### src/hdl/rsm_pkg.sv
// shared constants, types and the fractional power-of-two table for the row softmax
package rsm_pkg;

  localparam int MAX_COLS    = 64;
  localparam int SCORE_WIDTH = 16;

  localparam int IDX_W   = $clog2(MAX_COLS);
  localparam int CNT_W   = $clog2(MAX_COLS + 1);
  localparam int PROB_W  = 16;
  localparam int EXP_W   = 17;
  localparam int SUM_W   = 23;
  localparam int NUM_W   = EXP_W + PROB_W + 1;
  localparam int DIV_STEPS = EXP_W;
  localparam int STEP_W  = $clog2(DIV_STEPS);
  localparam int DIFF_W  = SCORE_WIDTH + 1;
  localparam int MQ_W    = 13;
  localparam int PROD_W  = MQ_W + EXP_W;

  localparam logic [EXP_W-1:0]  LOG2E_Q16   = 17'd94548;
  localparam logic [MQ_W-1:0]   FLUSH_LIMIT = 13'd4096;
  localparam logic [PROD_W-1:0] ROUND_HALF  = 30'd32768;

  typedef struct packed {
    logic load;
    logic idx_clr;
    logic idx_inc;
    logic exp_mul;
    logic exp_acc;
    logic div_init;
    logic div_step;
    logic out_load;
    logic row_clr;
  } rsm_cmd_t;

  typedef struct packed {
    logic last_idx;
    logic div_last;
    logic out_free;
  } rsm_status_t;

  function automatic logic [EXP_W-1:0] pow2_frac(input logic [4:0] k);
    logic [EXP_W-1:0] v;
    case (k)
      5'd0:    v = 17'd65536;
      5'd1:    v = 17'd62757;
      5'd2:    v = 17'd60097;
      5'd3:    v = 17'd57549;
      5'd4:    v = 17'd55109;
      5'd5:    v = 17'd52773;
      5'd6:    v = 17'd50535;
      5'd7:    v = 17'd48393;
      5'd8:    v = 17'd46341;
      5'd9:    v = 17'd44376;
      5'd10:   v = 17'd42495;
      5'd11:   v = 17'd40693;
      5'd12:   v = 17'd38968;
      5'd13:   v = 17'd37316;
      5'd14:   v = 17'd35734;
      5'd15:   v = 17'd34219;
      5'd16:   v = 17'd32768;
      default: v = 17'd32768;
    endcase
    return v;
  endfunction

endpackage

### src/hdl/rsm_if.sv
// valid/ready channel interfaces for scores in and probabilities out
interface rsm_score_if;
  import rsm_pkg::*;
  logic                          valid;
  logic                          ready;
  logic signed [SCORE_WIDTH-1:0] score;
  logic                          row_end;
  modport source (output valid, score, row_end, input ready);
  modport sink   (input valid, score, row_end, output ready);
endinterface

interface rsm_prob_if;
  import rsm_pkg::*;
  logic              valid;
  logic              ready;
  logic [PROB_W-1:0] probability;
  logic              last_of_row;
  logic              row_overflow;
  modport source (output valid, probability, last_of_row, row_overflow, input ready);
  modport sink   (input valid, probability, last_of_row, row_overflow, output ready);
endinterface

### src/hdl/row_softmax_unit.sv
// top level of the row softmax: controller plus datapath
// scores stream in at one transfer per cycle until the row end transfer
// after row end: an exponent and sum pass reads, multiplies and accumulates each
// element, then each element is read, run through the 17-step serial divider and
// loaded to the output register, which waits while out stalls
// reset is asynchronous active low; clears control, maximum, sum, count, overflow, index and output valid
module row_softmax_unit (
  input  logic        clk_i,
  input  logic        rst_ni,
  rsm_score_if.sink   in_i,
  rsm_prob_if.source  out_o
);
  import rsm_pkg::*;

  rsm_cmd_t    cmd;
  rsm_status_t status;

  rsm_ctrl u_ctrl (
    .clk_i        (clk_i),
    .rst_ni       (rst_ni),
    .in_valid_i   (in_i.valid),
    .in_row_end_i (in_i.row_end),
    .in_ready_o   (in_i.ready),
    .status_i     (status),
    .cmd_o        (cmd)
  );

  rsm_datapath u_datapath (
    .clk_i          (clk_i),
    .rst_ni         (rst_ni),
    .cmd_i          (cmd),
    .status_o       (status),
    .score_i        (in_i.score),
    .out_ready_i    (out_o.ready),
    .out_valid_o    (out_o.valid),
    .probability_o  (out_o.probability),
    .last_of_row_o  (out_o.last_of_row),
    .row_overflow_o (out_o.row_overflow)
  );

endmodule

### src/hdl/rsm_ctrl.sv
// sequencing state machine for the load, exponent and division passes
module rsm_ctrl (
  input  logic                 clk_i,
  input  logic                 rst_ni,
  input  logic                 in_valid_i,
  input  logic                 in_row_end_i,
  output logic                 in_ready_o,
  input  rsm_pkg::rsm_status_t status_i,
  output rsm_pkg::rsm_cmd_t    cmd_o
);
  import rsm_pkg::*;

  typedef enum logic [7:0] {
    S_LOAD  = 8'b0000_0001,
    S_ERD   = 8'b0000_0010,
    S_EMUL  = 8'b0000_0100,
    S_EINT  = 8'b0000_1000,
    S_DRD   = 8'b0001_0000,
    S_DINIT = 8'b0010_0000,
    S_DSTEP = 8'b0100_0000,
    S_DOUT  = 8'b1000_0000
  } state_e;

  state_e state_q, state_d;
  logic   xfer;

  assign in_ready_o = (state_q == S_LOAD);
  assign xfer       = in_valid_i & in_ready_o;

  always_comb begin
    state_d = state_q;
    cmd_o   = '0;
    case (state_q)
      S_LOAD: begin
        cmd_o.load = xfer;
        if (xfer && in_row_end_i) begin
          cmd_o.idx_clr = 1'b1;
          state_d = S_ERD;
        end
      end
      S_ERD: state_d = S_EMUL;
      S_EMUL: begin
        cmd_o.exp_mul = 1'b1;
        state_d = S_EINT;
      end
      S_EINT: begin
        cmd_o.exp_acc = 1'b1;
        if (status_i.last_idx) begin
          cmd_o.idx_clr = 1'b1;
          state_d = S_DRD;
        end else begin
          cmd_o.idx_inc = 1'b1;
          state_d = S_ERD;
        end
      end
      S_DRD: state_d = S_DINIT;
      S_DINIT: begin
        cmd_o.div_init = 1'b1;
        state_d = S_DSTEP;
      end
      S_DSTEP: begin
        cmd_o.div_step = 1'b1;
        if (status_i.div_last) state_d = S_DOUT;
      end
      S_DOUT: begin
        if (status_i.out_free) begin
          cmd_o.out_load = 1'b1;
          if (status_i.last_idx) begin
            cmd_o.row_clr = 1'b1;
            cmd_o.idx_clr = 1'b1;
            state_d = S_LOAD;
          end else begin
            cmd_o.idx_inc = 1'b1;
            state_d = S_DRD;
          end
        end
      end
      default: state_d = S_LOAD;
    endcase
  end

  always_ff @(posedge clk_i or negedge rst_ni) begin
    if (!rst_ni) begin
      state_q <= S_LOAD;
    end else begin
      state_q <= state_d;
    end
  end

endmodule

### src/hdl/rsm_datapath.sv
// row store, maximum, exponential, running sum, serial divider and output register
module rsm_datapath (
  input  logic                                  clk_i,
  input  logic                                  rst_ni,
  input  rsm_pkg::rsm_cmd_t                     cmd_i,
  output rsm_pkg::rsm_status_t                  status_o,
  input  logic signed [rsm_pkg::SCORE_WIDTH-1:0] score_i,
  input  logic                                  out_ready_i,
  output logic                                  out_valid_o,
  output logic [rsm_pkg::PROB_W-1:0]            probability_o,
  output logic                                  last_of_row_o,
  output logic                                  row_overflow_o
);
  import rsm_pkg::*;

  logic signed [SCORE_WIDTH-1:0] store_mem [MAX_COLS];
  logic [EXP_W-1:0]              exp_mem   [MAX_COLS];
  logic signed [SCORE_WIDTH-1:0] store_rd_q;
  logic [EXP_W-1:0]              exp_rd_q;

  logic signed [SCORE_WIDTH-1:0] max_q;
  logic [CNT_W-1:0]              count_q;
  logic                          ovf_q;
  logic [SUM_W-1:0]              total_q;
  logic [IDX_W-1:0]              idx_q;

  logic [PROD_W-1:0] prod_q;
  logic              flush_q;

  logic [SUM_W-1:0]  rem_q;
  logic [EXP_W-1:0]  nbits_q;
  logic [EXP_W-1:0]  quo_q;
  logic [STEP_W-1:0] step_q;

  logic                  out_valid_q;
  logic [PROB_W-1:0]     prob_q;
  logic                  last_q;
  logic                  ovf_out_q;

  // exponent stage signals
  logic [DIFF_W-1:0]      diff;
  logic [DIFF_W+MQ_W-1:0] diff_ext;
  logic                   flush_d;
  logic [PROD_W-1:0]      u_full;
  logic [MQ_W-1:0]        u;
  logic [4:0]             k;
  logic [3:0]             r;
  logic [EXP_W-1:0]       t0, t1, tdiff, v;
  logic [EXP_W+3:0]       interp;
  logic [EXP_W-1:0]       e_val;

  // divider signals
  logic [NUM_W-1:0] num;
  logic [SUM_W:0]   trial;
  logic             ge;

  logic store_full;
  logic last_idx;

  assign store_full = (count_q == CNT_W'(MAX_COLS));
  assign last_idx   = ({1'b0, idx_q} == (count_q - CNT_W'(1)));

  assign diff     = DIFF_W'($signed({max_q[SCORE_WIDTH-1], max_q})
                            - $signed({store_rd_q[SCORE_WIDTH-1], store_rd_q}));
  assign diff_ext = {{MQ_W{1'b0}}, diff};
  assign flush_d  = (diff_ext > {{DIFF_W{1'b0}}, FLUSH_LIMIT});

  assign u_full = (prod_q + ROUND_HALF) >> 16;
  assign u      = u_full[MQ_W-1:0];
  assign k      = {1'b0, u[7:4]};
  assign r      = u[3:0];
  assign t0     = pow2_frac(k);
  assign t1     = pow2_frac(k + 5'd1);
  assign tdiff  = t0 - t1;
  assign interp = ({4'b0, tdiff} * {{EXP_W{1'b0}}, r} + (EXP_W+4)'(8)) >> 4;
  assign v      = t0 - interp[EXP_W-1:0];
  assign e_val  = flush_q ? '0 : (v >> u[MQ_W-1:8]);

  assign num   = {1'b0, exp_rd_q, {PROB_W{1'b0}}} + NUM_W'(total_q >> 1);
  assign trial = {rem_q, nbits_q[EXP_W-1]};
  assign ge    = (trial >= {1'b0, total_q});

  always_ff @(posedge clk_i) begin
    if (cmd_i.load && !store_full) store_mem[count_q[IDX_W-1:0]] <= score_i;
    if (cmd_i.exp_acc) exp_mem[idx_q] <= e_val;
    store_rd_q <= store_mem[idx_q];
    exp_rd_q   <= exp_mem[idx_q];
  end

  always_ff @(posedge clk_i) begin
    if (cmd_i.exp_mul) begin
      prod_q  <= diff_ext[MQ_W-1:0] * LOG2E_Q16;
      flush_q <= flush_d;
    end
    if (cmd_i.div_init) begin
      rem_q   <= SUM_W'(num[NUM_W-1:EXP_W]);
      nbits_q <= num[EXP_W-1:0];
      step_q  <= '0;
    end else if (cmd_i.div_step) begin
      rem_q   <= ge ? SUM_W'(trial - {1'b0, total_q}) : trial[SUM_W-1:0];
      nbits_q <= nbits_q << 1;
      quo_q   <= {quo_q[EXP_W-2:0], ge};
      step_q  <= step_q + STEP_W'(1);
    end
    if (cmd_i.out_load) begin
      prob_q    <= quo_q[EXP_W-1] ? {PROB_W{1'b1}} : quo_q[PROB_W-1:0];
      last_q    <= last_idx;
      ovf_out_q <= ovf_q;
    end
  end

  always_ff @(posedge clk_i or negedge rst_ni) begin
    if (!rst_ni) begin
      max_q       <= {1'b1, {(SCORE_WIDTH-1){1'b0}}};
      count_q     <= '0;
      ovf_q       <= 1'b0;
      total_q     <= '0;
      idx_q       <= '0;
      out_valid_q <= 1'b0;
    end else begin
      if (cmd_i.row_clr) begin
        max_q   <= {1'b1, {(SCORE_WIDTH-1){1'b0}}};
        count_q <= '0;
        ovf_q   <= 1'b0;
        total_q <= '0;
      end else begin
        if (cmd_i.load) begin
          if (store_full) begin
            ovf_q <= 1'b1;
          end else begin
            count_q <= count_q + CNT_W'(1);
            if (score_i > max_q) max_q <= score_i;
          end
        end
        if (cmd_i.exp_acc) total_q <= total_q + SUM_W'(e_val);
      end
      if (cmd_i.idx_clr) idx_q <= '0;
      else if (cmd_i.idx_inc) idx_q <= idx_q + IDX_W'(1);
      if (cmd_i.out_load) out_valid_q <= 1'b1;
      else if (out_ready_i) out_valid_q <= 1'b0;
    end
  end

  assign status_o.last_idx = last_idx;
  assign status_o.div_last = (step_q == STEP_W'(DIV_STEPS - 1));
  assign status_o.out_free = !out_valid_q || out_ready_i;

  assign out_valid_o    = out_valid_q;
  assign probability_o  = prob_q;
  assign last_of_row_o  = last_q;
  assign row_overflow_o = ovf_out_q;

endmodule
### src/flat_wrapper.sv
// flat-port wrapper written by rule: the top's interface ports become plain ports
module row_softmax_unit_flat import rsm_pkg::*;
  (clk_i, rst_ni, in_i_valid, in_i_score, in_i_row_end, in_i_ready, out_o_valid, out_o_probability, out_o_last_of_row, out_o_row_overflow, out_o_ready);
  rsm_score_if in_i_i ();
  rsm_prob_if out_o_i ();
  input  logic clk_i;
  input  logic rst_ni;
  input wire logic [$bits(in_i_i.valid)-1:0] in_i_valid;
  input wire logic [$bits(in_i_i.score)-1:0] in_i_score;
  input wire logic [$bits(in_i_i.row_end)-1:0] in_i_row_end;
  output wire logic [$bits(in_i_i.ready)-1:0] in_i_ready;
  output wire logic [$bits(out_o_i.valid)-1:0] out_o_valid;
  output wire logic [$bits(out_o_i.probability)-1:0] out_o_probability;
  output wire logic [$bits(out_o_i.last_of_row)-1:0] out_o_last_of_row;
  output wire logic [$bits(out_o_i.row_overflow)-1:0] out_o_row_overflow;
  input wire logic [$bits(out_o_i.ready)-1:0] out_o_ready;
  assign in_i_i.valid = in_i_valid;
  assign in_i_i.score = in_i_score;
  assign in_i_i.row_end = in_i_row_end;
  assign in_i_ready = in_i_i.ready;
  assign out_o_valid = out_o_i.valid;
  assign out_o_probability = out_o_i.probability;
  assign out_o_last_of_row = out_o_i.last_of_row;
  assign out_o_row_overflow = out_o_i.row_overflow;
  assign out_o_i.ready = out_o_ready;
  row_softmax_unit u_core (.clk_i(clk_i), .rst_ni(rst_ni), .in_i(in_i_i), .out_o(out_o_i));
endmodule
### config.mk
export PLATFORM = sky130hd
export DESIGN_NAME = row_softmax_unit_flat
export DESIGN_NICKNAME = d
export VERILOG_FILES = /design/src/hdl/rsm_pkg.sv /design/src/hdl/rsm_if.sv /design/src/hdl/row_softmax_unit.sv /design/src/hdl/rsm_ctrl.sv /design/src/hdl/rsm_datapath.sv /design/src/flat_wrapper.sv
export SDC_FILE = /design/constraint.sdc
export NUM_CORES = 2
export LEC_CHECK = 0
export ABC_AREA = 1
export BUFFER_PORTS_ARGS = -buffer_cell sky130_fd_sc_hd__buf_4
export CORE_AREA = 2 2 573 575
export CTS_BUF_LIST = sky130_fd_sc_hd__clkbuf_8
export DETAILED_ROUTE_END_ITERATION = 12
export DIE_AREA = 0 0 575 577
export GPL_TIMING_DRIVEN = 0
export HOLD_SLACK_MARGIN = 0.15
export PLACE_DENSITY = 0.45
export RECOVER_POWER = 50
export SETUP_SLACK_MARGIN = 0.1
export SLEW_MARGIN = 15
export SYNTH_ARGS = -nofsm -noshare
export SYNTH_HDL_FRONTEND = slang
export SYNTH_HIERARCHICAL = 1
export SYNTH_SLANG_ARGS = --single-unit
### constraint.sdc
create_clock -name clk_i -period 14.27 [get_ports clk_i]
set_input_delay 2.854 -clock clk_i [delete_from_list [all_inputs] [get_ports clk_i]]
set_output_delay 2.854 -clock clk_i [all_outputs]
set_load 0.02 [all_outputs]
==> flow_metrics.py <==
metrics = {
    "outcome": {
        "outcome": "finished with violations",
        "violated_checks": "max-capacitance violations, max-slew violations",
    },
    "synth": {
        "yosys_warnings": 6,
        "synthArstFlopShare": 0.02693,
        "ys_seq_area_frac": 0.7034,
        "synth-edff-count": 2196,
        "syn_area_um2": 97200,
        "postSynthNetCount": 7708,
        "post_synth.cell_area_avg_um2": 13.24,
        "ys_ff_latch": 2302,
        "netlist_instances": 7341,
        "postSynth.topFlopCell": "edfxtp_1",
        "yosys.cell_types.count": 68,
    },
    "cts": {
        "numClockSinks": 2302,
        "clkSlewWorstSetupHoldPaths_ns": 0.06,
        "cts.path.max_buffers": 4,
        "cts_tree": "done",
        "cts.root.buffer_cell": "clkbuf_8",
        "cts-buffers-inserted": 390,
        "htree_num_levels": 5,
        "worst_skew_late_latency_ns": 1.10,
    },
    "final_layout": {
        "area_growth_pct": 18.28,
        "num-nets-final": 8364,
        "fill_cells": 32009,
        "post_route_cells_drive_above_1_share": 0.1212,
    },
    "die": {
        "core_region_area_um2": 325800,
        "placementRows": 210,
        "floorplan.io_pins": 41,
        "die_width_um": 575,
        "die_area_um2": 331800,
        "initial_cell_density_of_the_core": 0.2983,
        "die_h_um": 577,
    },
    "setup_path": {
        "cpMaxStageDelayCell": "fa_1",
        "worst_setup_path_start_kind": "flop",
        "end_kind": "flop",
        "path_class": "flop to flop",
        "worst_path_most_repeated_cell": "nand2_1",
        "critPathRequiredTime_ns": 15.14,
        "critical-path-max-stage-delay_ns": 0.56,
        "cp_data_arrival_time_ns": 13.99,
        "critical_path.max_fanout": 10,
    },
    "flow_run": {
        "cap_violations": 76,
    },
    "drt": {
        "wirelength_um": 455500,
        "ant_nets": 0,
        "routedWlPerCell_um": 35.90,
        "initialDrtViolationCount": 10562,
        "dr.pass1.iters": 8,
        "routed_via_count_divided_by_cell_count": 5.601,
        "drt_drc_violations_left": 0,
        "route.vias.total": 71065,
    },
    "timing": {
        "drv_slew": 1936,
        "fin_worst_hold_slack_ns": 0.4394,
        "number_of_hold_slack_violations_in_the_final_timing_report": 0,
        "timing.final.crit_period_ns": 13.13,
        "max_slew_headroom": -2.144,
        "finalSetupViolations": 0,
        "finClkSkew_ns": 0.1744,
        "final.period_utilization": 0.9198,
        "grt_setup_unrepaired": "yes",
        "max_clock_freq_mhz": 76.19,
        "max_slew.worst_pin.slew_ns": 4.716,
    },
    "global_route": {
        "grt_pass1_vias": 65587,
        "grtUsageTotal": 0.2661,
        "globalRoute.totalOverflow": 0,
        "grt_start_max_net_pins": 67,
        "grt_antenna_before_repair": 73,
        "grt_first_pass_wirelength_um": 592200,
    },
    "place": {
        "place.port_buffers": 40,
        "globalplace.congestion": 0.9690,
        "hpwlAfterDp_um": 320300,
    },
    "min_path": {
        "hold_class": "flop to flop",
    },
}
cells in the final DEF (no fill, tap or decap), types with 17 or more instances in the layout:
cell	instances
a21o_1	17
a21oi_1	188
a221oi_1	197
a22o_1	161
a22oi_1	309
buf_12	56
buf_16	96
buf_2	94
clkbuf_1	187
clkbuf_2	99
clkbuf_8	399
clkinv_1	105
clkinv_2	33
dfrtp_1	60
dfxtp_1	44
diode_2	34
edfxtp_1	2196
fa_1	91
ha_1	255
inv_1	622
nand2_1	1543
nand3_1	199
nand4_1	338
nor2_1	294
nor2_4	70
nor3_1	42
o21ai_0	180
o22ai_1	18
or2_2	37
xnor2_1	35
xor2_1	66
flip-flops by register name, summed over array words and instances, names as in the netlist, 5 cells and up:
| register | flops |
|---|---|
| u_core/u_datapath/count_q | 7 |
| u_core/u_datapath/exp_mem | 1088 |
| u_core/u_datapath/probability_o | 16 |
| u_core/u_datapath/quo_q | 17 |
| u_core/u_datapath/nbits_q | 17 |
| u_core/u_datapath/store_mem | 1024 |
| u_core/u_datapath/total_q | 23 |
| u_core/u_datapath/step_q | 5 |
| u_core/u_datapath/store_rd_q | 16 |
| u_core/u_datapath/max_q | 16 |
| u_core/u_datapath/exp_rd_q | 17 |
| u_core/u_datapath/rem_q | 23 |
| u_core/u_datapath/prod_q | 14 |
| u_core/u_ctrl/state_q | 8 |
| u_core/u_datapath/idx_q | 6 |
Yosys cell counts (all sizes together) (4+ instances only):
cell type | number | area (µm²)
buf | 134 | 630.6
o22ai | 19 | 118.9
clkbuf | 165 | 620.6
nand3b | 8 | 60.06
nor3 | 48 | 240.2
o2bb2ai | 4 | 35.03
inv | 495 | 1861
a21o | 17 | 127.6
o21bai | 16 | 120.1
clkinv | 6 | 22.52
edfxtp | 2196 | 65940
a22o | 161 | 1410
o221ai | 4 | 35.03
a31oi | 15 | 93.84
dfrtp | 60 | 1501
a22oi | 309 | 2320
a211oi | 6 | 45.04
xor2 | 68 | 603.1
o21a | 7 | 52.55
nand4 | 339 | 2127
o21ai | 201 | 1010
nand3 | 201 | 1026
and2 | 4 | 25.02
a21oi | 191 | 967.2
fa | 91 | 1822
o2111ai | 4 | 35.03
dfxtp | 44 | 880.8
a221oi | 205 | 1846
nand2 | 1551 | 5854
or2 | 62 | 387.9
nor4 | 6 | 43.79
nor2 | 367 | 1413
o31ai | 6 | 45.04
xnor2 | 37 | 339.1
o211ai | 16 | 120.1
ha | 255 | 3191
per-stage QoR:
stage / TNS (ns) / instances / worst slack, ns / util / cell area (µm²)
finish: 0 / 12687 / 1.144 / 0.3529 / 115000
global placement: -2093.56 / 11727 / -5.419 / 0.3160 / 102900
global route: 0 / 12657 / 0.06038 / 0.3526 / 114900
CTS: 0 / 12650 / 0.5196 / 0.3573 / 116400
floorplan: 0 / 7341 / 1.541 / - / 97200
detailed placement: 0 / 11948 / 0.5740 / 0.3353 / 109300
critical path: cells and delay by family (launching register included):
| kind | cells | cell delay (ns) |
|---|---|---|
| adder cells (fa/ha/maj) | 12 | 4.09 |
| AND/OR/NAND/NOR | 28 | 3.61 |
| AO/OA/AOI/OAI | 11 | 2.47 |
| XOR/XNOR | 3 | 1.27 |
| buffers and inverters | 8 | 1.13 |
| flip-flops | 1 | 0.40 |
metal layers:
| metal | vias up | routed length [µm] | GRT usage |
|---|---|---|---|
| met5 | - | 374 | 0.005165 |
| met4 | 24 | 29210 | 0.1461 |
| met3 | 1033 | 56770 | 0.08352 |
| met2 | 4789 | 194800 | 0.3955 |
| met1 | 36567 | 174300 | 0.3439 |
| li1 | 28652 | - | - |
logic make-up after synthesis:
| group | Yosys count | share of synthesized area |
|---|---|---|
| AOI/OAI and AO/OA | 1198 | 0.08780 |
| xor gates and xnor gates | 105 | 0.009692 |
| adders and majority gates | 346 | 0.05156 |
| buffers and inverters | 800 | 0.03224 |
| DFF | 2302 | 0.7034 |
| and+or+nand+nor | 2590 | 0.1153 |
final cells by class:
type,instances,area [µm²],area share
inverter,501,1884,0.01639
sequential,2302,68380,0.5947
tap,4346,5438,0.04730
timing repair buffer,263,4313,0.03751
antenna,34,85.08,0.0007400
clock buffer,399,5492,0.04776
multi-input combinational,4240,26330,0.2290
clock inverter,303,1653,0.01438
buffer,299,1396,0.01215
final timing paths:
path	startpoint	endpoint	slack, ns	cells past startpoint
worst min register to register	u_core/u_datapath/quo_q[14]	u_core/u_datapath/quo_q[15]	0.44	0
worst max-delay path	u_core/u_datapath/prod_q[15]	u_core/u_datapath/total_q[20]	1.14	62
min in group asynchronous	rst_ni	u_core/u_datapath/idx_q[1]	3.47	1
max in group asynchronous	rst_ni	u_core/u_datapath/out_valid_o	7.99	1
worst min-delay path	u_core/u_datapath/quo_q[14]	u_core/u_datapath/quo_q[15]	0.44	0
worst max register to register	u_core/u_datapath/prod_q[15]	u_core/u_datapath/total_q[20]	1.14	62
what timing repair did:
| item | CTS | global route |
|---|---|---|
| hold buffers | 0 | 0 |
| gates resized for setup | 0 | 2 |
| endpoints found under the setup margin | 0 | 17 |
| buffers inserted | 0 | 1 |
Power is not shown: default switching activity piles up to over one toggle a cycle in this logic, so the estimate is an artifact.
